$ cat src/design/rrc_pkg.sv
// ----------------------------------------------------------------------------
// rrc_pkg: shared types, constants and log table for range_remap_with_curve
// Holds the fixed-point formats, register indexes, item kinds and the
// interpolation table for the log10(1+9t) curve.
// ----------------------------------------------------------------------------
package rrc_pkg;

    // Fraction bits of the normalized ratio t; 1.0 is 2^T_FRAC_BITS.
    localparam int T_FRAC_BITS = 16;
    localparam int T_W         = T_FRAC_BITS + 1;
    // Log table segments (a power of two); the table holds one more point.
    localparam int LOG_TABLE_ENTRIES = 256;
    localparam int LOG_IDX_W         = $clog2(LOG_TABLE_ENTRIES);
    // Width of the Q16.16 sample, register and result words.
    localparam int Q_W = 32;
    // Fraction bits of the integer log2 used to build the table.
    localparam int LG_FRAC = 30;

    localparam logic [T_W-1:0] ONE_T = {1'b1, {T_FRAC_BITS{1'b0}}};

    // Queue between the front and back parts.
    localparam int FIFO_DEPTH = 4;
    localparam int FIFO_PTR_W = $clog2(FIFO_DEPTH);

    // Configuration register indexes.
    localparam int CFG_IDX_W = 3;
    localparam logic [CFG_IDX_W-1:0] REG_IN_LOW       = 3'd0;
    localparam logic [CFG_IDX_W-1:0] REG_IN_HIGH      = 3'd1;
    localparam logic [CFG_IDX_W-1:0] REG_OUT_LOW      = 3'd2;
    localparam logic [CFG_IDX_W-1:0] REG_OUT_HIGH     = 3'd3;
    localparam logic [CFG_IDX_W-1:0] REG_CURVE_SELECT = 3'd4;

    // Curve codes; the unused code behaves as linear.
    localparam logic [1:0] CURVE_LIN  = 2'd0;
    localparam logic [1:0] CURVE_SQRT = 2'd1;
    localparam logic [1:0] CURVE_LOG  = 2'd2;

    // How an item is resolved after classification.
    typedef enum logic [1:0] {
        KIND_NAN,   // sample not finite, result is out_low
        KIND_MID,   // degenerate input range, result is the output midpoint
        KIND_T,     // ratio clamped to 0 or 1, carried in num bit 0
        KIND_DIV    // ratio strictly inside (0,1), needs the divider
    } kind_t;

    typedef struct packed {
        logic signed [Q_W-1:0] in_low;
        logic signed [Q_W-1:0] in_high;
        logic signed [Q_W-1:0] out_low;
        logic signed [Q_W-1:0] out_high;
        logic [1:0]            curve;
    } cfg_t;

    typedef struct packed {
        kind_t          kind;
        logic [Q_W-1:0] num;
        logic [Q_W-1:0] den;
    } job_t;

    typedef struct packed {
        kind_t          kind;
        logic [T_W-1:0] t;
    } tval_t;

    typedef logic [T_W-1:0] log_rom_t [0:LOG_TABLE_ENTRIES];

    // log2 of y (Q.LG_FRAC, y >= 1) by repeated squaring, result Q.LG_FRAC.
    function automatic logic [63:0] fix_log2(input logic [63:0] y_in);
        logic [63:0] y;
        logic [63:0] res;
        logic [63:0] two;
        int          k;
        int          b;
        y   = y_in;
        res = 64'd0;
        two = 64'd2 << LG_FRAC;
        for (k = 0; k < 64; k++)
        begin
            if (y >= two)
            begin
                y   = y >> 1;
                res = res + (64'd1 << LG_FRAC);
            end
        end
        for (b = LG_FRAC - 1; b >= 0; b--)
        begin
            y = (y * y) >> LG_FRAC;
            if (y >= two)
            begin
                y   = y >> 1;
                res = res | (64'd1 << b);
            end
        end
        return res;
    endfunction

    // log2(10) in Q.LG_FRAC, the divisor that turns log2 into log10.
    localparam logic [63:0] LOG2_TEN = fix_log2(64'd10 << LG_FRAC);

    // Entry i is round(2^T_FRAC_BITS * log10(1 + 9 i / LOG_TABLE_ENTRIES)).
    function automatic log_rom_t build_log_rom();
        log_rom_t    rom;
        logic [63:0] num;
        logic [63:0] y;
        logic [63:0] l;
        logic [63:0] q;
        int          i;
        for (i = 0; i <= LOG_TABLE_ENTRIES; i++)
        begin
            num    = 64'(LOG_TABLE_ENTRIES) + 64'd9 * 64'(i);
            y      = (num << LG_FRAC) >> LOG_IDX_W;
            l      = fix_log2(y);
            q      = ((l << T_FRAC_BITS) + (LOG2_TEN >> 1)) / LOG2_TEN;
            rom[i] = q[T_W-1:0];
        end
        return rom;
    endfunction

    localparam log_rom_t LOG_ROM = build_log_rom();

endpackage

$ cat src/design/rrc_fifo.sv
// ----------------------------------------------------------------------------
// rrc_fifo: short queue between the front and back parts
// A small register queue with independent push and pop.
// ----------------------------------------------------------------------------
module rrc_fifo (
    input  logic          clk,
    input  logic          rst_n,
    input  logic          push,
    input  rrc_pkg::job_t push_data,
    output logic          full,
    input  logic          pop,
    output rrc_pkg::job_t pop_data,
    output logic          empty
);

    rrc_pkg::job_t                   mem_reg [0:rrc_pkg::FIFO_DEPTH-1];
    logic [rrc_pkg::FIFO_PTR_W-1:0]  wr_ptr_reg;
    logic [rrc_pkg::FIFO_PTR_W-1:0]  rd_ptr_reg;
    logic [rrc_pkg::FIFO_PTR_W:0]    count_reg;
    logic [rrc_pkg::FIFO_PTR_W:0]    count_next;
    logic                            do_push;
    logic                            do_pop;

    assign full     = (count_reg == (rrc_pkg::FIFO_PTR_W+1)'(rrc_pkg::FIFO_DEPTH));
    assign empty    = (count_reg == '0);
    assign do_push  = push && !full;
    assign do_pop   = pop && !empty;
    assign pop_data = mem_reg[rd_ptr_reg];

    always_comb
    begin
        count_next = count_reg;
        if (do_push && !do_pop)
        begin
            count_next = count_reg + 1'b1;
        end
        else if (do_pop && !do_push)
        begin
            count_next = count_reg - 1'b1;
        end
    end

    always_ff @(posedge clk or negedge rst_n)
    begin
        if (!rst_n)
        begin
            wr_ptr_reg <= '0;
            rd_ptr_reg <= '0;
            count_reg  <= '0;
        end
        else
        begin
            if (do_push)
            begin
                wr_ptr_reg <= wr_ptr_reg + 1'b1;
            end
            if (do_pop)
            begin
                rd_ptr_reg <= rd_ptr_reg + 1'b1;
            end
            count_reg <= count_next;
        end
    end

    always_ff @(posedge clk)
    begin
        if (do_push)
        begin
            mem_reg[wr_ptr_reg] <= push_data;
        end
    end

endmodule

$ cat config.mk
export PLATFORM = sky130hd
export DESIGN_NAME = rrc_fifo
export DESIGN_NICKNAME = d
export VERILOG_FILES = /design/src/design/rrc_pkg.sv /design/src/design/rrc_fifo.sv
export SDC_FILE = /design/constraint.sdc
export NUM_CORES = 1
export LEC_CHECK = 0
export ABC_AREA = 1
export BUFFER_PORTS_ARGS = -buffer_cell sky130_fd_sc_hd__buf_2
export CAP_MARGIN = 20
export CORE_MARGIN = 1
export CORE_UTILIZATION = 51
export CTS_CLUSTER_SIZE = 25
export DETAILED_ROUTE_END_ITERATION = 10
export PLACE_DENSITY = 0.83
export SKIP_LAST_GASP = 1
export SLEW_MARGIN = 0
export SYNTH_ARGS = -nofsm -noshare
export SYNTH_HDL_FRONTEND = slang
export SYNTH_SLANG_ARGS = --single-unit
$ cat constraint.sdc
create_clock -name clk -period 6.3 [get_ports clk]
set_clock_uncertainty 0.05 [all_clocks]
set_input_delay 1.575 -clock clk [delete_from_list [all_inputs] [get_ports clk]]
set_output_delay 1.575 -clock clk [all_outputs]
set_load 0.01 [all_outputs]
# == Word level (Yosys, flattened, before mapping) ==
# Memories as Yosys holds them, arrays and structs flattened.
# Cells that the tools add are included.
# W data, S select, Z words.
# word_totals
ff_bits,7
ram_bits,264
output_inout_bits,68
mem_count,1
# mem_list
name,words,word_bits,read_ports,rd_clocked_by_memory_dff,write_ports,line_no,source
mem_reg,4,66,1,0,1,rrc_fifo.sv:16,rrc_pkg::job_t mem_reg [0:rrc_pkg::FIFO_DEPTH-1];
# op_classes
add_sub_neg,4
n_eq_ne,1
n_mux,4
reduce_logical,10
# op_table
op,count
$mux W3,2
$add A2 B1 Y2 const B,2
$logic_and A1 B1 Y1,4
$logic_not A1 Y1,4
$add A3 B1 Y3 const B,1
$eq A3 B3 Y1 const B,1
$logic_not A3 Y1,1
$sub A3 B1 Y3 const B,1
$mux W1,2
$reduce_bool A2 Y1,1

# == Longest topological paths before layout ==
# depth
ltp_word,7
mapped_depth,12

# == Least setup slack after synthesis ==
# OpenSTA, ideal clock, no wires.
# synth_timing
path_type,input to register
startpoint,input port push
endpoint,memory mem_reg[0][0] (netlist bit) (enable)
arrival_ps,4478
required_ps,5759
setup_slack_ps,1281
cell_stages,2
n_path_buf,0
cell_sequence,nand2_1 -> nor2_1
# synth_between
elab_chain_len,3
# synth_lines
element,line_no,source
from (decl),rrc_fifo.sv:8,"input logic push,"
$logic_and A1 B1 Y1,rrc_fifo.sv:26,assign do_push = push && !full;
$mux W1,rrc_fifo.sv:67,if (do_push)
$mux W1 (implied by the code),rrc_fifo.sv:69,mem_reg[wr_ptr_reg] <= push_data;
to (decl),rrc_fifo.sv:16,
# Every way passes these cells.

==> reports/results.ini <==
[clocking]
htree_num_levels=1
clock-sinks=271
clkTransAtPathRegs_ns=0.06
cts_hold_buf=0
cts_buffer_depth=3
numCtsBuffers=27
clk_latency_ns=0.53
cts_resized=0
postCtsSetupBuffers=0
root_buffer=clkbuf_16
cts_tree=yes

[sta]
slew_headroom_pct=31.3
finalSetupTns_ns=0
maxSlewViolCount=0
period_share_pct=64.3
setup_viol=0
min_period_ns=4.05
tightest_slew_ns=1.03
hold_viol_final=0
fmax_ghz=0.247
grt_setup_unrepaired=false

[drt]
dr_wl_met3_um=1240
via_count=6488
ant_nets=0
drc=0
route.detailed.wl_per_inst_um=16.1
highest_layer=met5
wl_met2_um=10300
routed_wl_um=20400
first_pass_iters=5
drt-vias-per-instance=5.15
drt_iter0_markers=447
met1_length_um=8390

[cells_and_area]
layout_common_cells=edfxtp_1, nand2_1, inv_1
syn_to_final_growth_pct=14.9
num-nets-final=1038
drive_above_1_share_pct=20.9
largest_reg_flops=264
final_cell_area_um2=12700
final_common_cell=edfxtp_1

[worst_setup_path]
crit_buf_inv=3
cp-end-kind=output port
crit_chain=inv_2, buf_4, o211ai_1, nand2_1, buf_2
slowest_stage=buf_4
crit_required_ns=4.68
path_delay_family=buffers and inverters
critPathMaxFanout=37
cp-start-kind=flop
crit_path_max_incr_delay_ns=0.57
crit_arrival_ns=2.43
worstSetupPathType=reg2out

[power]
sequentialPowerShare_pct=40.6
pwr_density_cell_nw_per_um2=477
ir_drop_mv=0.416
power_frac_comb_pct=32.5
p_clk_share_pct=26.9
swShare_pct=34.2
p_int_mw=4.00
p_sw_mw=2.08
power_leakage_nw=5.21

[yosys]
avgSynthCellArea_um2=13.3
yosys-top-cells-area=edfxtp_1, o211ai_1, nand2_1
netlist_area_um2=11100
syn_nets=908
synthCells=832
yosysWarnings=0
yosysTopAreaCellShare_pct=71.5
synth_cell_types=18
ys_seq_elements=271
seq_area_frac_synth_pct=73.1
netlist.top_cell.by_area=edfxtp_1

[floorplanning]
io_pins=138
die_w_um=149
die_y_um=149
die_area_um2=22300
initial_core_util_pct=52.4
rows=53
coreArea_um2=21200

[outcome]
outcome=completed

[place]
hpwl_um=11900
globalplace.congestion=0.765
placed_area_um2=11800
portBuffers=137

[global_route]
grt_pass1_vias=6347
grtUsageTotal_pct=18.4
grt_pass1_wl_um=31800
antenna_found_initial=5
overflow=0
grt_max_degree=223

[worst_hold_path]
hp-class=reg2reg

[flow_run]
cap_violations=0

## cells in the mapped netlist (all sizes together)
| cell | number |
|---|---|
| clkbuf | 4 |
| dfrtp | 7 |
| nand4 | 1 |
| nand3 | 7 |
| edfxtp | 264 |
| inv | 150 |
| nand2 | 215 |
| ha | 5 |
| buf | 40 |
| nor2 | 4 |
| xnor2 | 1 |
| o21ai | 1 |
| fa | 1 |
| o211ai | 132 |
## path summary, 6_finish.rpt
| path | from | to | slack (ns) | cells after the start |
|---|---|---|---|---|
| max | rd_ptr_reg[1] | pop_data[63] | 2.25 | 5 |
| min | count_reg[2] | count_reg[2] | 0.47 | 2 |
| max reg2reg | count_reg[1] | mem_reg[3][18] | 3.50 | 5 |
| min reg2reg | count_reg[2] | count_reg[2] | 0.47 | 2 |
| max in group asynchronous | rst_n | rd_ptr_reg[1] | 5.19 | 1 |
| min in group asynchronous | rst_n | wr_ptr_reg[1] | 0.82 | 1 |
## cell families (layout without fill, tap and decap cells)
kind of cell | Yosys count | after routing | synth area share [%]
AO/OA/AOI/OAI | 133 | 133 | 9.48
XOR/XNOR | 1 | 1 | 0.0790
adder cells (fa/ha/maj) | 6 | 6 | 0.745
buffers and inverters | 194 | 345 | 8.85
flip-flops | 271 | 271 | 73.1
other | 0 | 3 | 0
AND/OR/NAND/NOR | 227 | 227 | 7.79
## cell type report
| class | count | area, um2 |
|---|---|---|
| Fill cell | 1562 | 8410 |
| Timing Repair Buffer | 145 | 766 |
| Multi-Input combinational cell | 367 | 2040 |
| Antenna cell | 3 | 7.51 |
| Tap cell | 275 | 344 |
| Clock buffer | 30 | 687 |
| Clock inverter | 20 | 229 |
| Inverter | 150 | 571 |
| Sequential cell | 271 | 8100 |
## routing by layer
layer	global-route usage [%]	vias to the layer above
li1	-	3154
met1	23.3	3118
met2	31.7	187
met3	3.63	27
met4	6.28	2
met5	0	-
## worst reg2reg max path: stages, from the launching register on
cell	delay, ns
dfrtp_1	0.38
inv_1	0.08
nand3_1	0.16
nand2_1	0.31
nor2_4	0.78
buf_4	0.64
## power by group through the flow
stage	clock network (mW)	registers, mW	logic [mW]
6_report	1.64	2.47	1.98
3_5_place_dp	0	2.50	1.98
5_1_grt	1.73	2.49	2.20
2_1_floorplan	0	2.51	1.47
3_3_place_gp	0	2.49	1.92
4_1_cts	1.66	2.47	2.00
## through the flow
stage | util [%] | total power [mW] | worst slack [ns] | hold slack, ns | instances
3_5_place_dp | 55.7 | 4.48 | 2.39 | 0.450 | 1207
4_1_cts | 60.1 | 6.12 | 1.79 | 0.473 | 1257
6_report | 60.2 | 6.08 | 2.25 | 0.475 | 1261
5_1_grt | 60.2 | 6.43 | 2.09 | 0.516 | 1260
3_3_place_gp | 55.7 | 4.41 | 2.51 | 0.428 | 1207
2_1_floorplan | - | 3.98 | 1.28 | 0.413 | 832
Note: power is estimated with default switching activity, not from simulation.
