==> config.mk <==
export PLATFORM = sky130hd
export DESIGN_NAME = rrc_div
export DESIGN_NICKNAME = d
export VERILOG_FILES = /design/src/design/rrc_pkg.sv /design/src/design/rrc_div.sv
export SDC_FILE = /design/constraint.sdc
export NUM_CORES = 2
export LEC_CHECK = 0
export BUFFER_PORTS_ARGS = -buffer_cell sky130_fd_sc_hd__buf_4
export CAP_MARGIN = 20
export CELL_PAD_IN_SITES_DETAIL_PLACEMENT = 0
export CELL_PAD_IN_SITES_GLOBAL_PLACEMENT = 1
export CORE_ASPECT_RATIO = 0.5
export CORE_UTILIZATION = 50
export CTS_CLUSTER_SIZE = 30
export DETAILED_ROUTE_END_ITERATION = 10
export PLACE_DENSITY = 0.78
export SLEW_MARGIN = 20
export SYNTH_ARGS = -nofsm -noshare
export SYNTH_HDL_FRONTEND = slang
export SYNTH_SLANG_ARGS = --single-unit
==> constraint.sdc <==
create_clock -name clk -period 4.7 [get_ports clk]
set_input_delay 0.94 -clock clk [delete_from_list [all_inputs] [get_ports clk]]
set_output_delay 0.94 -clock clk [all_outputs]
set_load 0.01 [all_outputs]
==> src/design/rrc_pkg.sv <==
// ----------------------------------------------------------------------------
// rrc_pkg: shared types, constants and log table for range_remap_with_curve
// Holds the fixed-point formats, register indexes, item kinds and the
// interpolation table for the log10(1+9t) curve.
// ----------------------------------------------------------------------------
package rrc_pkg;

    // Fraction bits of the normalized ratio t; 1.0 is 2^T_FRAC_BITS.
    localparam int T_FRAC_BITS = 16;
    localparam int T_W         = T_FRAC_BITS + 1;
    // Log table segments (a power of two); the table holds one more point.
    localparam int LOG_TABLE_ENTRIES = 256;
    localparam int LOG_IDX_W         = $clog2(LOG_TABLE_ENTRIES);
    // Width of the Q16.16 sample, register and result words.
    localparam int Q_W = 32;
    // Fraction bits of the integer log2 used to build the table.
    localparam int LG_FRAC = 30;

    localparam logic [T_W-1:0] ONE_T = {1'b1, {T_FRAC_BITS{1'b0}}};

    // Queue between the front and back parts.
    localparam int FIFO_DEPTH = 4;
    localparam int FIFO_PTR_W = $clog2(FIFO_DEPTH);

    // Configuration register indexes.
    localparam int CFG_IDX_W = 3;
    localparam logic [CFG_IDX_W-1:0] REG_IN_LOW       = 3'd0;
    localparam logic [CFG_IDX_W-1:0] REG_IN_HIGH      = 3'd1;
    localparam logic [CFG_IDX_W-1:0] REG_OUT_LOW      = 3'd2;
    localparam logic [CFG_IDX_W-1:0] REG_OUT_HIGH     = 3'd3;
    localparam logic [CFG_IDX_W-1:0] REG_CURVE_SELECT = 3'd4;

    // Curve codes; the unused code behaves as linear.
    localparam logic [1:0] CURVE_LIN  = 2'd0;
    localparam logic [1:0] CURVE_SQRT = 2'd1;
    localparam logic [1:0] CURVE_LOG  = 2'd2;

    // How an item is resolved after classification.
    typedef enum logic [1:0] {
        KIND_NAN,   // sample not finite, result is out_low
        KIND_MID,   // degenerate input range, result is the output midpoint
        KIND_T,     // ratio clamped to 0 or 1, carried in num bit 0
        KIND_DIV    // ratio strictly inside (0,1), needs the divider
    } kind_t;

    typedef struct packed {
        logic signed [Q_W-1:0] in_low;
        logic signed [Q_W-1:0] in_high;
        logic signed [Q_W-1:0] out_low;
        logic signed [Q_W-1:0] out_high;
        logic [1:0]            curve;
    } cfg_t;

    typedef struct packed {
        kind_t          kind;
        logic [Q_W-1:0] num;
        logic [Q_W-1:0] den;
    } job_t;

    typedef struct packed {
        kind_t          kind;
        logic [T_W-1:0] t;
    } tval_t;

    typedef logic [T_W-1:0] log_rom_t [0:LOG_TABLE_ENTRIES];

    // log2 of y (Q.LG_FRAC, y >= 1) by repeated squaring, result Q.LG_FRAC.
    function automatic logic [63:0] fix_log2(input logic [63:0] y_in);
        logic [63:0] y;
        logic [63:0] res;
        logic [63:0] two;
        int          k;
        int          b;
        y   = y_in;
        res = 64'd0;
        two = 64'd2 << LG_FRAC;
        for (k = 0; k < 64; k++)
        begin
            if (y >= two)
            begin
                y   = y >> 1;
                res = res + (64'd1 << LG_FRAC);
            end
        end
        for (b = LG_FRAC - 1; b >= 0; b--)
        begin
            y = (y * y) >> LG_FRAC;
            if (y >= two)
            begin
                y   = y >> 1;
                res = res | (64'd1 << b);
            end
        end
        return res;
    endfunction

    // log2(10) in Q.LG_FRAC, the divisor that turns log2 into log10.
    localparam logic [63:0] LOG2_TEN = fix_log2(64'd10 << LG_FRAC);

    // Entry i is round(2^T_FRAC_BITS * log10(1 + 9 i / LOG_TABLE_ENTRIES)).
    function automatic log_rom_t build_log_rom();
        log_rom_t    rom;
        logic [63:0] num;
        logic [63:0] y;
        logic [63:0] l;
        logic [63:0] q;
        int          i;
        for (i = 0; i <= LOG_TABLE_ENTRIES; i++)
        begin
            num    = 64'(LOG_TABLE_ENTRIES) + 64'd9 * 64'(i);
            y      = (num << LG_FRAC) >> LOG_IDX_W;
            l      = fix_log2(y);
            q      = ((l << T_FRAC_BITS) + (LOG2_TEN >> 1)) / LOG2_TEN;
            rom[i] = q[T_W-1:0];
        end
        return rom;
    endfunction

    localparam log_rom_t LOG_ROM = build_log_rom();

endpackage

==> src/design/rrc_div.sv <==
// ----------------------------------------------------------------------------
// rrc_div: pipelined ratio divider
// Restoring division, one quotient bit per stage, giving t = num * 2^F / den
// for items strictly inside the range; clamped items pass alongside.
// ----------------------------------------------------------------------------
module rrc_div (
    input  logic          clk,
    input  logic          rst_n,
    input  logic          en,
    input  logic          in_valid,
    input  rrc_pkg::job_t in_job,
    output logic          out_valid,
    output rrc_pkg::tval_t out_item
);

    localparam int F = rrc_pkg::T_FRAC_BITS;
    localparam int W = rrc_pkg::Q_W;

    logic                v_reg    [0:F];
    rrc_pkg::kind_t      kind_reg [0:F];
    logic                one_reg  [0:F];
    logic [W:0]          r_reg    [0:F];
    logic [W-1:0]        den_reg  [0:F];
    logic [F-1:0]        q_reg    [0:F];

    always_ff @(posedge clk or negedge rst_n)
    begin
        if (!rst_n)
        begin
            v_reg[0] <= 1'b0;
        end
        else if (en)
        begin
            v_reg[0] <= in_valid;
        end
    end

    always_ff @(posedge clk)
    begin
        if (en)
        begin
            kind_reg[0] <= in_job.kind;
            one_reg[0]  <= in_job.num[0];
            r_reg[0]    <= {1'b0, in_job.num};
            den_reg[0]  <= in_job.den;
            q_reg[0]    <= '0;
        end
    end

    for (genvar k = 1; k <= F; k++)
    begin : g_stage
        logic [W:0] r_sh;
        logic       ge;

        // The partial remainder stays below den, so the shift cannot overflow.
        assign r_sh = {r_reg[k-1][W-1:0], 1'b0};
        assign ge   = (r_sh >= {1'b0, den_reg[k-1]});

        always_ff @(posedge clk or negedge rst_n)
        begin
            if (!rst_n)
            begin
                v_reg[k] <= 1'b0;
            end
            else if (en)
            begin
                v_reg[k] <= v_reg[k-1];
            end
        end

        always_ff @(posedge clk)
        begin
            if (en)
            begin
                kind_reg[k] <= kind_reg[k-1];
                one_reg[k]  <= one_reg[k-1];
                den_reg[k]  <= den_reg[k-1];
                r_reg[k]    <= ge ? (r_sh - {1'b0, den_reg[k-1]}) : r_sh;
                q_reg[k]    <= {q_reg[k-1][F-2:0], ge};
            end
        end
    end

    assign out_valid     = v_reg[F];
    assign out_item.kind = kind_reg[F];
    assign out_item.t    = (kind_reg[F] == rrc_pkg::KIND_DIV) ? {1'b0, q_reg[F]}
                         : (one_reg[F] ? rrc_pkg::ONE_T : '0);

endmodule

* After elaboration in Yosys (flattened, before gate mapping) *
Memory sizes are Yosys's and may differ from the RTL's.
Index checks and enable logic that the tools add are counted.

cells by class
  add/subtract/negate cells = 16
  multiply operators = 0
  div/mod/pow operators = 0
  magnitude comparators = 16
  eq/ne operators = 1
  shift operators = 0
  mux-type cells = 20
  bitwise gates (word level) = 0
  reductions and logical operators = 0

operator list
  kind                  number
  $ge A33 B32 Y1        16
  $mux W33              16
  $sub A33 B32 Y33      16
  $mux W17              2
  $eq A2 B2 Y1 const B  1
  $mux W1               2

word-level totals
  register bits after elaboration = 17
  latch bits = 0
  RAM bits = 1428
  bits in read-only memories = 0
  output and inout port bits = 20
  memories kept = 5

memories
  memory    depth  width  rd ports  clocked after Yosys merged registers in  write ports  line           source
  r_reg     17     33     16        0                                        17           rrc_div.sv:22  logic [W:0] r_reg [0:F];
  den_reg   17     32     16        0                                        17           rrc_div.sv:23  logic [W-1:0] den_reg [0:F];
  q_reg     17     16     17        0                                        17           rrc_div.sv:24  logic [F-1:0] q_reg [0:F];
  kind_reg  17     2      17        0                                        17           rrc_div.sv:20  rrc_pkg::kind_t kind_reg [0:F];
  one_reg   17     1      17        0                                        17           rrc_div.sv:21  logic one_reg [0:F];

* Depth between registers and ports, before layout *
An unclocked memory read counts as a cell.

  word-level depth = 3
  mapped depth = 16
  depth with buffers taken out = 13

* Least setup slack after synthesis *
Ideal clock, no wire load.

  kind = register to register
  start = memory r_reg[0][475] (netlist bit)
  end = memory r_reg[0][500] (netlist bit), data pin
  setup time = 0.260 ns
  data arrival time = 3.498 ns
  data required time = 4.440 ns
  setup slack = 0.943 ns
  stages on the path, launching flop included = 13
  path buffers = 1
  clock period less this slack = 3.757 ns
  cells stage by stage = edfxtp_1 > ha_1 > a21o_1 > o21bai_1 > a41o_1 > or2_2 > o211a_1 > nor3_2 > o21ai_1 > a221o_1 > a2111oi_4 > buf_6 > mux2_2

RTL lines
  what             line
  start, declared  rrc_div.sv:22

==> impl_metrics.py <==
metrics = {
    "sta": {
        "fin_setup_tns_ns": 0,
        "timing.hold.ws_ns": 0.0854,
        "finalCritPeriodShare": 0.909,
        "hold_viol_final": 0,
        "clock_skew_ns": 0.0294,
        "rsz0062_at_grt": "no",
        "final_max_slew_viol_count": 0,
        "period_needed_ns": 4.27,
        "setup_viol": 0,
        "max_freq_mhz": 234,
        "max-slew-margin-rel": 0.351,
        "worst_pin_slew_ns": 0.973,
    },
    "cts": {
        "htreeDepth": 3,
        "ctsHoldBuffers": 0,
        "clk_latency_ns": 0.72,
        "clkSlewWorstSetupHoldPaths_ns": 0.07,
        "post_cts_buffers": 0,
        "cts_resized": 0,
        "cts-root-buf": "clkbuf_16",
        "cts_buffer_depth": 3,
        "numCtsBuffers": 114,
        "clock_sinks": 1227,
        "cts_tree": "yes",
    },
    "logic_synthesis": {
        "synth_cell_types": 84,
        "syn_nets": 6665,
        "yosysTopAreaCell": "edfxtp_1",
        "postSynthAreaPerCell_um2": 11.5,
        "synth_area_leaders": "edfxtp_1 (52%), ha_1 (9.2%), mux2_2 (5.4%)",
        "synth_xor_area_frac": 0.0480,
        "async_reset_ff_frac": 0.0139,
        "synth_top_family_by_area": "compound AO/OA/AOI/OAI gates",
        "yosys_most_used_dff": "edfxtp_1",
        "muxShareOfSynthArea": 0.0567,
        "synth_edf_count": 1210,
        "yosysSeqAreaShare": 0.528,
        "ys_warn_count": 0,
        "synth_area_mm2": 0.0696,
        "synth.top_cell.area_share": 0.522,
        "synth_simple_gate_area_frac": 0.0881,
        "synthAdderAreaFrac": 0.0961,
        "syn_inst": 6069,
        "synth_compound_area_frac": 0.140,
        "synth_seq_cells": 1227,
    },
    "power": {
        "vdd_drop_max_v": 0.000308,
        "pwr_density_cell_mw_per_mm2": 668,
        "leakage_nw": 31.4,
    },
    "run_status": {
        "status": "completed",
    },
    "floorplan": {
        "design.die.area_mm2": 0.141,
        "initial_core_util": 0.506,
        "io_pins": 90,
        "coreArea_mm2": 0.138,
        "placement_rows": 96,
        "die_x_um": 530,
        "fp.dieH_um": 266,
    },
    "worst_setup_path": {
        "critical_path_required_ns": 5.15,
        "crit_path_start_kind": "flop",
        "path_class": "reg2reg",
        "worstPathCellList": "inv_1, ha_1, nor2b_1, o31a_1, o31ai_1, a21oi_1, o211a_1, nor3_2, o21ai_1, a221o_1, a2111oi_4, buf_4, mux2_2",
        "slowest_stage": "edfxtp_1",
        "crit_family": "compound AO/OA/AOI/OAI gates",
        "worstPathMaxFanout": 33,
        "endpoint_kind": "flop",
        "path_buf_inv": 2,
        "arrival_ns": 4.72,
        "cp_slowest_stage_delay_ns": 0.44,
    },
    "finish": {
        "area_growth_pct": 10.4,
        "fin_nets": 6812,
        "fill_cells": 11500,
        "drive_gt1_frac": 0.117,
        "antennaDiodeCount": 0,
    },
    "drt": {
        "postRouteAntennaNets": 0,
        "viasPerCell": 5.50,
        "drt_iter0_markers": 2796,
        "via_count": 45000,
        "dr.pass1.iters": 5,
        "wl_per_cell_um": 18.3,
        "wl_mm": 150,
        "drcViolationCount": 0,
    },
    "global_routing": {
        "grt.total_usage": 0.212,
        "antenna_found_initial": 0,
        "grt_start_max_net_pins": 127,
        "grt_pass1_wl_mm": 239,
        "first_global_vias": 45600,
        "grt-ovfl-total": 0,
    },
    "placed_design": {
        "hpwl_mm": 115,
        "io_buffer_count": 89,
        "place_congestion": 0.915,
    },
    "job": {
        "cap_violations": 0,
    },
    "hold_path": {
        "min_path_type": "in2async",
    },
}
## cell usage in the layout (no fill, tap or decap), types with 153 or more instances in the layout
cell / netlist / layout
a21o_1: 236 / 236
a21oi_1: 467 / 466
buf_4: 0 / 153
edfxtp_1: 1210 / 1210
ha_1: 511 / 511
inv_1: 639 / 639
mux2_2: 332 / 332
nand2_1: 312 / 312
nor2_1: 330 / 327
o21ai_0: 337 / 337
xnor2_1: 234 / 234
## synthesized netlist by cell type, drive strengths merged, types with 21 or more instances
cell / n
inv: 640
nor2: 330
and2: 22
mux2: 333
o21bai: 61
nand3: 115
o21ai: 342
nand4: 85
a31oi: 51
xnor2: 234
o211ai: 26
a21o: 236
clkbuf: 115
and3: 57
nor2b: 80
or3: 29
nand2b: 77
o21a: 92
ha: 511
buf: 27
edfxtp: 1210
a211oi: 45
nor3: 76
nand2: 312
a21oi: 467
a21boi: 21
xor2: 148
o31ai: 30
## cells by family after synthesis
family          Yosys count
compound gates         1539
xor+xnor                382
fa+ha+maj               526
buf+inv                 782
flops                  1227
mux                     353
simple gates           1260
## final timing paths
check | startpoint | to | slack, ns | cells after the start
min reg2reg | q_reg[0][201]$_DFFE_PP_ | q_reg[0][218]$_DFFE_PP_ | 0.41 | 0
max in group asynchronous | rst_n | v_reg[3]$_DFFE_PN0P_ | 4.42 | 1
max | den_reg[0][449]$_DFFE_PP_ | r_reg[0][502]$_DFFE_PP_ | 0.43 | 13
min in group clk | in_job[16] | den_reg[0][16]$_DFFE_PP_ | 0.39 | 1
min | rst_n | v_reg[12]$_DFFE_PN0P_ | 0.09 | 1
max reg2reg | den_reg[0][449]$_DFFE_PP_ | r_reg[0][502]$_DFFE_PP_ | 0.43 | 13
## area by class of cell
class | instances | area, µm² | area share
inverter | 640 | 2400 | 0.0312
multi-input combinational | 4060 | 30000 | 0.390
tap | 1862 | 2330 | 0.0303
clock buffer | 136 | 3020 | 0.0393
timing repair buffer | 173 | 1540 | 0.0201
sequential | 1227 | 36800 | 0.478
clock inverter | 79 | 826 | 0.0107
## power breakdown
part | internal, mW | switching, mW | total, mW
logic | 11.1 | 13.0 | 24.1
clock network | 5.38 | 4.18 | 9.56
registers | 16.1 | 1.57 | 17.7
total | 32.6 | 18.8 | 51.4
## metrics by stage
stage	cells	setup WS (ns)	util	power, mW	cell area [µm²]
after global routing	8177	0.0963	0.559	55.0	76900
after global placement	7962	0.472	0.531	41.5	73000
final	8177	0.429	0.559	51.4	76900
after detailed placement	7962	0.431	0.531	41.8	73000
after CTS	8177	0.419	0.559	51.6	76900
after floorplan	6069	0.943	-	35.6	69600
## layer usage
metal  GRT usage  wire, µm
met3      0.0250      4150
met4       0.102      7490
met5           0         0
met1       0.255     65000
met2       0.380     73300
Power figures use the tool's default switching activity.
