==> src/design/rrc_pkg.sv <==
// ----------------------------------------------------------------------------
// rrc_pkg: shared types, constants and log table for range_remap_with_curve
// Holds the fixed-point formats, register indexes, item kinds and the
// interpolation table for the log10(1+9t) curve.
// ----------------------------------------------------------------------------
package rrc_pkg;

    // Fraction bits of the normalized ratio t; 1.0 is 2^T_FRAC_BITS.
    localparam int T_FRAC_BITS = 16;
    localparam int T_W         = T_FRAC_BITS + 1;
    // Log table segments (a power of two); the table holds one more point.
    localparam int LOG_TABLE_ENTRIES = 256;
    localparam int LOG_IDX_W         = $clog2(LOG_TABLE_ENTRIES);
    // Width of the Q16.16 sample, register and result words.
    localparam int Q_W = 32;
    // Fraction bits of the integer log2 used to build the table.
    localparam int LG_FRAC = 30;

    localparam logic [T_W-1:0] ONE_T = {1'b1, {T_FRAC_BITS{1'b0}}};

    // Queue between the front and back parts.
    localparam int FIFO_DEPTH = 4;
    localparam int FIFO_PTR_W = $clog2(FIFO_DEPTH);

    // Configuration register indexes.
    localparam int CFG_IDX_W = 3;
    localparam logic [CFG_IDX_W-1:0] REG_IN_LOW       = 3'd0;
    localparam logic [CFG_IDX_W-1:0] REG_IN_HIGH      = 3'd1;
    localparam logic [CFG_IDX_W-1:0] REG_OUT_LOW      = 3'd2;
    localparam logic [CFG_IDX_W-1:0] REG_OUT_HIGH     = 3'd3;
    localparam logic [CFG_IDX_W-1:0] REG_CURVE_SELECT = 3'd4;

    // Curve codes; the unused code behaves as linear.
    localparam logic [1:0] CURVE_LIN  = 2'd0;
    localparam logic [1:0] CURVE_SQRT = 2'd1;
    localparam logic [1:0] CURVE_LOG  = 2'd2;

    // How an item is resolved after classification.
    typedef enum logic [1:0] {
        KIND_NAN,   // sample not finite, result is out_low
        KIND_MID,   // degenerate input range, result is the output midpoint
        KIND_T,     // ratio clamped to 0 or 1, carried in num bit 0
        KIND_DIV    // ratio strictly inside (0,1), needs the divider
    } kind_t;

    typedef struct packed {
        logic signed [Q_W-1:0] in_low;
        logic signed [Q_W-1:0] in_high;
        logic signed [Q_W-1:0] out_low;
        logic signed [Q_W-1:0] out_high;
        logic [1:0]            curve;
    } cfg_t;

    typedef struct packed {
        kind_t          kind;
        logic [Q_W-1:0] num;
        logic [Q_W-1:0] den;
    } job_t;

    typedef struct packed {
        kind_t          kind;
        logic [T_W-1:0] t;
    } tval_t;

    typedef logic [T_W-1:0] log_rom_t [0:LOG_TABLE_ENTRIES];

    // log2 of y (Q.LG_FRAC, y >= 1) by repeated squaring, result Q.LG_FRAC.
    function automatic logic [63:0] fix_log2(input logic [63:0] y_in);
        logic [63:0] y;
        logic [63:0] res;
        logic [63:0] two;
        int          k;
        int          b;
        y   = y_in;
        res = 64'd0;
        two = 64'd2 << LG_FRAC;
        for (k = 0; k < 64; k++)
        begin
            if (y >= two)
            begin
                y   = y >> 1;
                res = res + (64'd1 << LG_FRAC);
            end
        end
        for (b = LG_FRAC - 1; b >= 0; b--)
        begin
            y = (y * y) >> LG_FRAC;
            if (y >= two)
            begin
                y   = y >> 1;
                res = res | (64'd1 << b);
            end
        end
        return res;
    endfunction

    // log2(10) in Q.LG_FRAC, the divisor that turns log2 into log10.
    localparam logic [63:0] LOG2_TEN = fix_log2(64'd10 << LG_FRAC);

    // Entry i is round(2^T_FRAC_BITS * log10(1 + 9 i / LOG_TABLE_ENTRIES)).
    function automatic log_rom_t build_log_rom();
        log_rom_t    rom;
        logic [63:0] num;
        logic [63:0] y;
        logic [63:0] l;
        logic [63:0] q;
        int          i;
        for (i = 0; i <= LOG_TABLE_ENTRIES; i++)
        begin
            num    = 64'(LOG_TABLE_ENTRIES) + 64'd9 * 64'(i);
            y      = (num << LG_FRAC) >> LOG_IDX_W;
            l      = fix_log2(y);
            q      = ((l << T_FRAC_BITS) + (LOG2_TEN >> 1)) / LOG2_TEN;
            rom[i] = q[T_W-1:0];
        end
        return rom;
    endfunction

    localparam log_rom_t LOG_ROM = build_log_rom();

endpackage

==> src/design/rrc_sqrt.sv <==
// ----------------------------------------------------------------------------
// rrc_sqrt: pipelined square root
// Digit-by-digit integer square root of t * 2^F, one root bit per stage,
// with the item carried alongside for the later curve selection.
// ----------------------------------------------------------------------------
module rrc_sqrt (
    input  logic           clk,
    input  logic           rst_n,
    input  logic           en,
    input  logic           in_valid,
    input  rrc_pkg::tval_t in_item,
    output logic           out_valid,
    output rrc_pkg::tval_t out_item,
    output logic [rrc_pkg::T_W-1:0] root
);

    localparam int F = rrc_pkg::T_FRAC_BITS;
    localparam int X_W = 2 * F + 1;

    logic           v_reg    [0:F];
    rrc_pkg::tval_t item_reg [0:F];
    logic [X_W-1:0] x_reg    [0:F];
    logic [X_W-1:0] res_reg  [0:F];

    for (genvar k = 0; k <= F; k++)
    begin : g_stage
        localparam logic [X_W-1:0] BIT = X_W'(1) << (2 * (F - k));
        logic           v_in;
        rrc_pkg::tval_t item_in;
        logic [X_W-1:0] x_in;
        logic [X_W-1:0] res_in;
        logic [X_W-1:0] trial;
        logic           take;

        if (k == 0)
        begin : g_first
            assign v_in    = in_valid;
            assign item_in = in_item;
            assign x_in    = {in_item.t, {F{1'b0}}};
            assign res_in  = '0;
        end
        else
        begin : g_rest
            assign v_in    = v_reg[k-1];
            assign item_in = item_reg[k-1];
            assign x_in    = x_reg[k-1];
            assign res_in  = res_reg[k-1];
        end

        assign trial = res_in + BIT;
        assign take  = (x_in >= trial);

        always_ff @(posedge clk or negedge rst_n)
        begin
            if (!rst_n)
            begin
                v_reg[k] <= 1'b0;
            end
            else if (en)
            begin
                v_reg[k] <= v_in;
            end
        end

        always_ff @(posedge clk)
        begin
            if (en)
            begin
                item_reg[k] <= item_in;
                x_reg[k]    <= take ? (x_in - trial) : x_in;
                res_reg[k]  <= take ? ((res_in >> 1) + BIT) : (res_in >> 1);
            end
        end
    end

    assign out_valid = v_reg[F];
    assign out_item  = item_reg[F];
    assign root      = res_reg[F][rrc_pkg::T_W-1:0];

endmodule

==> config.mk <==
export PLATFORM = sky130hd
export DESIGN_NAME = rrc_sqrt
export DESIGN_NICKNAME = d
export VERILOG_FILES = /design/src/design/rrc_pkg.sv /design/src/design/rrc_sqrt.sv
export SDC_FILE = /design/constraint.sdc
export NUM_CORES = 1
export LEC_CHECK = 0
export ABC_CLOCK_PERIOD_IN_PS = 6100
export BUFFER_PORTS_ARGS = -buffer_cell sky130_fd_sc_hd__buf_2
export CAP_MARGIN = 20
export CORE_MARGIN = 2
export CORE_UTILIZATION = 68
export CTS_CLUSTER_SIZE = 12
export DETAILED_ROUTE_END_ITERATION = 16
export PLACE_DENSITY = 0.85
export SLEW_MARGIN = 10
export SYNTH_ARGS = -nofsm -noshare
export SYNTH_HDL_FRONTEND = slang
export SYNTH_SLANG_ARGS = --single-unit
==> constraint.sdc <==
create_clock -name clk -period 6.1 [get_ports clk]
set_input_delay 1.22 -clock clk [delete_from_list [all_inputs] [get_ports clk]]
set_output_delay 1.22 -clock clk [all_outputs]
set_load 0.005 [all_outputs]
==> Word level (Yosys, flattened, before mapping) <==
Memories as Yosys holds them, arrays and structs flattened.
Cells that the tools add are included.
{ "totals": {"regBits": 17, "ram_bits": 1445, "in_bits": 23, "output_inout_bits": 37, "memories": 3} }
{ "mem_list": {"columns": ["name", "depth", "width", "rd", "rd_ports_with_merged_regs", "wr", "line_no", "text"], "rows": [
  ["res_reg", 17, 33, 17, 0, 17, "rrc_sqrt.sv:23", "logic [X_W-1:0] res_reg [0:F];"],
  ["x_reg", 17, 33, 16, 0, 17, "rrc_sqrt.sv:22", "logic [X_W-1:0] x_reg [0:F];"],
  ["item_reg", 17, 19, 17, 0, 17, "rrc_sqrt.sv:21", "rrc_pkg::tval_t item_reg [0:F];"]
]} }
{ "classes": {"add_sub_neg": 49, "order_cmp": 17, "n_mux": 36} }
{ "op_table": {"columns": ["op", "count"], "rows": [
  ["$mux W33", 34],
  ["$ge A33 B33 Y1", 16],
  ["$sub A33 B33 Y33", 16],
  ["$add A32 B1 Y33 const B", 1],
  ["$add A32 B11 Y33 const B", 1],
  ["$add A32 B13 Y33 const B", 1],
  ["$add A32 B15 Y33 const B", 1],
  ["$add A32 B17 Y33 const B", 1],
  ["$add A32 B19 Y33 const B", 1],
  ["$add A32 B21 Y33 const B", 1],
  ["$add A32 B23 Y33 const B", 1],
  ["$add A32 B25 Y33 const B", 1],
  ["$add A32 B27 Y33 const B", 1],
  ["$add A32 B29 Y33 const B", 1],
  ["$add A32 B3 Y33 const B", 1],
  ["$add A32 B31 Y33 const B", 1],
  ["$add A32 B5 Y33 const B", 1],
  ["$add A32 B7 Y33 const B", 1],
  ["$add A32 B9 Y33 const B", 1],
  ["$add A33 B1 Y33 const B", 1],
  ["$add A33 B11 Y33 const B", 1],
  ["$add A33 B13 Y33 const B", 1],
  ["$add A33 B15 Y33 const B", 1],
  ["$add A33 B17 Y33 const B", 1],
  ["14 further kinds", 15]
]} }

==> Depth between registers and ports, before layout <==
Gate-level depths: netlist of run 1.
An unclocked memory read counts as a cell.
{ "depth": {"ltp_word": 4, "depth_mapped": 12, "ltp_nobuf": 11} }

==> Worst setup path before layout of run 1 <==
OpenSTA, ideal clock, no wires.
{ "synth_timing": {"kind": "register to register", "from": "memory x_reg[0][373] in the netlist's numbering", "to": "memory x_reg[0][426] in the netlist's numbering, data pin", "setup_time_ps": 258, "t_arrival_ps": 2712, "path_slack_ps": 3130, "path_stages_with_launch": 10, "period_less_slack_ps": 2970, "path_cell_list": "edfxtp_1 -> ha_1 -> fa_1 -> a211oi_1 -> o211ai_1 -> a41oi_1 -> a2bb2oi_1 -> o21ai_2 -> or4_1 -> xnor2_1"} }
{ "synth_rtl": {"columns": ["element", "line_no"], "rows": [
  ["start: declaration", "rrc_sqrt.sv:22"]
]} }

==> impl_results.md, run 1 <==
- RSZ-0062 raised after global routing: false
- Sequential cell area: 22,200 um2
- Hold buffers post-CTS: 0
- Area of the multi-input gates: 9480 um2
- Filler Cells Inserted: 2,664
- Sw frac: 0.261
- Psw: 3.47 mW
- Ratio of cells with drive above 1 in the final layout: 0.0951
- Post-Route WL: 59,100 um
- Pleak: 13.5 nW
- Top-area cell type share of the netlist area: 0.669
- Post-synth EDFFs: 725
- Routed len/inst: 19.3 um
- Io pins: 60
- Gpl congestion: 0.876
- HP Class: flop to flop
- Final hold vios: 0
- Depth of the CTS H-tree: 3
- Largest net degree at the start of global routing: 150
- Main synth FF type: edfxtp_1
- Max transition margin: 0.249
- Seq pwr share: 0.515
- Period utilization: 0.610
- GRT Overall Usage: 0.245
- Vias in the first global route: 19,000
- FMAX: 0.269 GHz
- TritonCTS clock tree: built
- Initial Util: 0.685
- Clock Sinks: 742
- CTS Buffer Depth: 3
- Grt total ovfl: 0
- Crit path buf inv count: 2
- Post-Syn Nets: 2,481
- Die Y: 223 um
- Max IR drop VDD: 0.364 mV
- Nets: 2,595
- # rows: 80
- Synth warn: 0
- Clock skew: 24.7 ps
- Worst path cell trace: ha_1, a2111oi_0, o21ai_1, a221oi_4, a211o_1, nor2b_1, buf_4, inv_2, mux2_2
- Residual DRC: 0
- Syn Std Cell Area: 32,600 um2
- Clock Tree Root: clkbuf_16
- Status: finished, final reports clean
- Ys async rst share: 0.0229
- Finish-stage setup viols: 0
- Post-synthesis sequential area ratio: 0.682
- Core area: 47,500 um2
- CTS Buf Count: 76
- Area delta synth->final: 10.2%
- Synth top cells by count: edfxtp_1 (725), inv_1 (195), ha_1 (151), nor2_1 (143), nand2_1 (121)
- Crit path kind: flop to flop
- Slew Limit Fails: 0
- Initial antenna violation count: 0
- Final core occ: 0.755
- Family with the most delay on the worst path: compound AO/OA/AOI/OAI gates
- Diode count: 0
- Clock Power Share: 0.326
- Die ar.: 49,700 um2
- Power Internal: 9.79 mW
- CP Data Required Time: 6460 ps
- Post-DP HPWL: 37,000 um
- Fin Setup TNS: 0 ps
- Post-CTS Setup Repair Bufs: 0
- Crit path DAT: 4090 ps
- Crit path largest cell delay: 480 ps
- CTS clk-pin slew, worst paths: 50 ps
- First-pass GRT wire length: 96,000 um
- Min Tclk post-route: 3720 ps
- Crit Path Max Fanout: 22
- Slowest cell on crit path: nor2b_1
- Detail Route Antenna Nets: 0
- Synth cell types: 78
- Number of buffers added on ports: 59
- Leading area contributor after synthesis: edfxtp_1
- DRT iter0 DRCs: 1,671
- Worst setup SP type: flop
- Worst slew pin tran: 1130 ps
- Post-CTS Resized: 0
- Power Total: 13.3 mW
- Post-Synthesis Cells: 2,300
- First-pass DRT Iterations: 5
- Post-DR vias/cell: 6.07
- Clk_lat worst skew: 620 ps
- Vias: 18,600
- Die width: 223 um
- Count leader, synth: edfxtp_1
- Max cap viols: 0
- Comb pwr share: 0.159
- Mean Syn Cell Area: 14.2 um2
- Max reg flops: 323
- Power Density: 370 nW/um2
- Synth area leaders: edfxtp_1 (67%), ha_1 (5.8%), xor2_1 (3.1%)
- CP endpoint kind: flop
- #FFs+latches synth: 742
## logic make-up after synthesis
logic type,after synthesis,share of synthesized area
AO/OA/AOI/OAI,407,0.0784
other,1,0.000115
AND/OR/NAND/NOR,521,0.0810
flip-flops,742,0.682
buffers and inverters,229,0.0272
XOR/XNOR,184,0.0495
multiplexers,58,0.0198
adder cells (fa/ha/maj),158,0.0623
## placed cells by master (no fill, tap or decap), types with 56 or more instances in the layout
| cell type | netlist | routed |
|---|---|---|
| a21oi_1 | 113 | 113 |
| buf_2 | 9 | 58 |
| clkbuf_16 | 0 | 77 |
| edfxtp_1 | 725 | 725 |
| ha_1 | 151 | 151 |
| inv_1 | 195 | 195 |
| nand2_1 | 121 | 121 |
| nor2_1 | 143 | 142 |
| nor3_1 | 56 | 56 |
| o21ai_0 | 114 | 113 |
| xnor2_1 | 69 | 69 |
| xor2_1 | 115 | 115 |
## final cells by class
class	instances	area share
Clock buffer	92	0.0553
Clock inverter	23	0.00795
Inverter	197	0.0206
Multi-Input combinational cell	1329	0.264
Sequential cell	742	0.619
Tap cell	615	0.0214
Timing Repair Buffer	68	0.0118
## per-stage QoR
step	hold slack (ps)	setup slack [ps]	area, um2	instances
6_report	412	2380	35900	3066
3_3_place_gp	400	2560	33600	2950
4_1_cts	408	2420	35900	3065
2_1_floorplan	400	3130	32600	2300
3_5_place_dp	405	2450	33600	2950
5_1_grt	411	2030	35900	3066
## worst paths after layout
| check | start | endpoint | slack [ps] | cells after the start |
|---|---|---|---|---|
| worst max-delay path | x_reg[0][472] | x_reg[0][510] | 2380 | 9 |
| worst min-delay path | item_reg[0][285] | item_reg[0][304] | 410 | 0 |
| worst max register to register | x_reg[0][472] | x_reg[0][510] | 2380 | 9 |
| worst min register to register | item_reg[0][285] | item_reg[0][304] | 410 | 0 |
| max in group asynchronous | rst_n | g_stage[9].v_in | 5320 | 1 |
| min in group asynchronous | rst_n | g_stage[1].v_in | 520 | 1 |
## layer usage
| metal | wire length [um] | up-vias | track usage |
|---|---|---|---|
| met5 | 0 | - | 0 |
| met4 | 1930 | 0 | 0.103 |
| met3 | 3240 | 158 | 0.0382 |
| met2 | 31200 | 704 | 0.445 |
| met1 | 22700 | 8974 | 0.289 |
| li1 | - | 8773 | - |
## worst reg2reg max path, delay by kind of cell (launching register included)
family	cells	cell delay, ps
multiplexers	1	300
AND/OR/NAND/NOR	1	480
AO/OA/AOI/OAI	4	1340
buffers and inverters	2	550
adder cells (fa/ha/maj)	1	400
flip-flops	1	430
## power by group through the flow
stage | Sequential, mW | Combinational (mW) | Clock, mW
floorplan | 6.76 | 1.55 | 0
global placement | 6.87 | 1.94 | 0
detailed placement | 6.91 | 2.05 | 0
CTS | 6.82 | 2.09 | 4.40
global route | 6.89 | 2.34 | 4.59
finish | 6.83 | 2.10 | 4.32
Power figures use the tool's default switching activity.
==> run 2, diff against run 1 <==
ABC_AREA = 1   (was not set)
ABC_CLOCK_PERIOD_IN_PS = 3380   (was 6100)
CORE_UTILIZATION = 57   (was 68)
PLACE_DENSITY = 0.76   (was 0.85)
clock period = 3.38 ns   (was 6.1 ns; I/O delays follow)
==> run 2 against run 1 <==
Compared with the run above: non-clock buffer count up 22; critical path depth up 2; sequential cell count unchanged; global-route usage down 2.1 points; setup slack worse by 1600 ps; worst hold slack worse by 180 ps; sequential power up 79%; power up 93%; utilization down 11 points; sequential share of layout area down 6.9 points; first-iteration DRC count up 11%.
==> impl_results.md, run 2 <==
- Status: finished, final reports clean
- Io pins: 60 (unchanged)
- Die Y: 257 um (+15%)
- Post-Syn Nets: 3,807 (+53%)
- Post-CTS Setup Repair Bufs: 0 (unchanged)
- Number of buffers added on ports: 59 (unchanged)
- Area delta synth->final: 10.8%
- Residual DRC: 0 (unchanged)
- Max IR drop VDD: 0.521 mV (+43%)
- TritonCTS clock tree: built
- Post-DR vias/cell: 5.17 (-15%)
- CTS Buffer Depth: 3 (unchanged)
- Syn Std Cell Area: 36,400 um2 (+12%)
- R2R Setup Slk: 750 ps (-1630 ps)
- DRT iter0 DRCs: 1,862 (+11%)
- CTS Buf Count: 79 (+3.9%)
- First-pass DRT Iterations: 6 (+1)
- HP Class: primary input to flop
- First-pass GRT wire length: 118,000 um (+23%)
- Gpl congestion: 0.901 (+2.9%)
- Worst slew pin tran: 587 ps (-539 ps)
- Nets: 3,949 (+52%)
- Die width: 257 um (+15%)
- Worst setup SP type: flop
- Core area: 63,100 um2 (+33%)
- Pleak: 17.5 nW (+30%)
- Fin Setup TNS: 0 ps (unchanged)
- Synth top cells by count: nand2_1 (1,029), edfxtp_1 (725), inv_1 (573), nor2_1 (278), nand3_1 (211)
- Max reg flops: 323 (unchanged)
- Slew Limit Fails: 0 (unchanged)
- Vias: 24,100 (+30%)
- Clk_lat worst skew: 630 ps (about the same)
- Initial Util: 0.578 (-0.107)
- Post-Route WL: 71,900 um (+22%)
- Max transition margin: 0.609 (+0.360)
- Synth cell types: 53 (-32%)
- Depth of the CTS H-tree: 3 (unchanged)
- CP Data Required Time: 3740 ps (-2720 ps)
- Clock skew: 33.4 ps (+8.68 ps)
- Max cap viols: 0 (unchanged)
- Detail Route Antenna Nets: 0 (unchanged)
- Initial antenna violation count: 0 (unchanged)
- Routed len/inst: 15.4 um (-20%)
- Leading area contributor after synthesis: edfxtp_1
- Vias in the first global route: 23,600 (+24%)
- Diode count: 0 (unchanged)
- CTS clk-pin slew, worst paths: 60 ps (about the same)
- Ratio of cells with drive above 1 in the final layout: 0.0710 (-0.0241)
- Clock Tree Root: clkbuf_16
- RSZ-0062 raised after global routing: false
- Final WS setup: 749 ps (-1630 ps)
- #FFs+latches synth: 742 (unchanged)
- Most common library cell in the layout ignoring fill and taps: nand2_1
- Fin area: 40,400 um2 (+12%)
- Main synth FF type: edfxtp_1
- Top-area cell type share of the netlist area: 0.598 (-0.0710)
- CP endpoint kind: flop
- Post-synthesis sequential area ratio: 0.609 (-0.0724)
- Min Tclk post-route: 2630 ps (-1090 ps)
- Placed inst area: 38,000 um2 (+13%)
- Ys async rst share: 0.0229 (unchanged)
- Power Density: 634 nW/um2 (+71%)
- Period utilization: 0.779 (+0.168)
- Post-DP HPWL: 53,000 um (+43%)
- Most frequent cells in the layout: nand2_1 (1,029), edfxtp_1 (725), inv_1 (573), nor2_1 (278), nand3_1 (211)
- Grt total ovfl: 0 (unchanged)
- Post-synth EDFFs: 725 (unchanged)
- Die ar.: 66,000 um2 (+33%)
- Largest net degree at the start of global routing: 92 (-39%)
- # rows: 92 (+15%)
- Final hold vios: 0 (unchanged)
- GRT Overall Usage: 0.223 (-0.0214)
- Post-Synthesis Cells: 3,626 (+58%)
- Synth area leaders: edfxtp_1 (60%), nand2_1 (11%), inv_1 (5.9%)
- Finish-stage setup viols: 0 (unchanged)
- Crit path kind: flop to flop
- Crit Path Max Fanout: 26 (+18%)
- Synth warn: 0 (unchanged)
- Mean Syn Cell Area: 10.0 um2 (-29%)
- Count leader, synth: nand2_1
- Crit path DAT: 2990 ps (-1100 ps)
- DP Worst Slack: 775 ps (-1670 ps)
- FMAX: 0.380 GHz (+41%)
- Clock Sinks: 742 (unchanged)
==> run 2: cell types whose count changed after synthesis, moves of 28 or more <==
cell / previous run / this run
mux2_2: 51 / 1
nand4_1: 8 / 46
xor2_1: 115 / 47
o21ai_1: 3 / 33
inv_1: 195 / 573
nor2_1: 143 / 278
nand3b_1: 4 / 32
o21a_1: 33 / 2
nand2_1: 121 / 1029
nand3_1: 32 / 211
==> run 2: report_power, final <==
group	internal (mW)	switching [mW]	total, mW	leakage [nW]
logic	1.87	3.44	5.31	9.26
registers	11.5	0.732	12.2	7.09
clock network	4.64	3.39	8.03	1.16
total	18.0	7.56	25.6	17.5
==> run 2: critical path, stage by stage, from the launching register on <==
cell,delay (ps)
edfxtp_1,430
ha_1,400
nand2_1,120
nor2_1,230
and3_1,180
nand2_1,90
nand2_2,90
nand2_2,80
nand2_4,270
inv_2,290
nand2_1,120
nand2_1,50
==> run 2: per-layer routing <==
| layer | routed length [um] | GRT usage |
|---|---|---|
| met1 | 32100 | 0.302 |
| met2 | 33900 | 0.369 |
| met3 | 3330 | 0.0328 |
| met4 | 2530 | 0.0819 |
| met5 | 0 | 0 |
==> run 2: cell type report <==
type | instances | area, um2
clock buffer | 97 | 2070
sequential | 742 | 22200
timing repair buffer | 90 | 703
fill | 5037 | 22700
clock inverter | 33 | 315
tap | 846 | 1060
inverter | 587 | 2210
multi-input combinational | 2268 | 11800
==> run 2: worst paths after layout <==
path / startpoint / to / cells after the start
worst min register to register: item_reg[0][242] / item_reg[0][261] / 0
worst max-delay path: x_reg[0][477] / x_reg[0][501] / 11
worst max register to register: x_reg[0][477] / x_reg[0][501] / 11
max in group asynchronous: rst_n / g_stage[7].v_in / 2
worst min-delay path: in_item[7] / item_reg[0][7] / 1
min in group asynchronous: rst_n / g_stage[2].v_in / 2
==> run 2: stage by stage <==
| step | hold WS, ps | cells | util | total power [mW] |
|---|---|---|---|---|
| final | 235 | 4663 | 0.640 | 25.6 |
| after global routing | 199 | 4663 | 0.640 | 27.0 |
| after global placement | 400 | 4532 | 0.602 | 17.6 |
| after detailed placement | 405 | 4532 | 0.602 | 17.6 |
| after floorplan | 380 | 3626 | - | 16.0 |
| after CTS | 200 | 4663 | 0.640 | 25.7 |
==> run 2: kinds of logic after synthesis <==
logic type	share of synthesized area
AO/OA/AOI/OAI	0.0465
XOR/XNOR	0.0245
adder cells (fa/ha/maj)	0.0557
buffers and inverters	0.0665
flip-flops	0.609
multiplexers	0.000309
other	0.000103
AND/OR/NAND/NOR	0.197
==> run 2: timing repair <==
item                                   in CTS  in global routing
endpoints found under the hold margin      17                  0
hold buffers                                1                  0
gates resized for setup                     0                  0
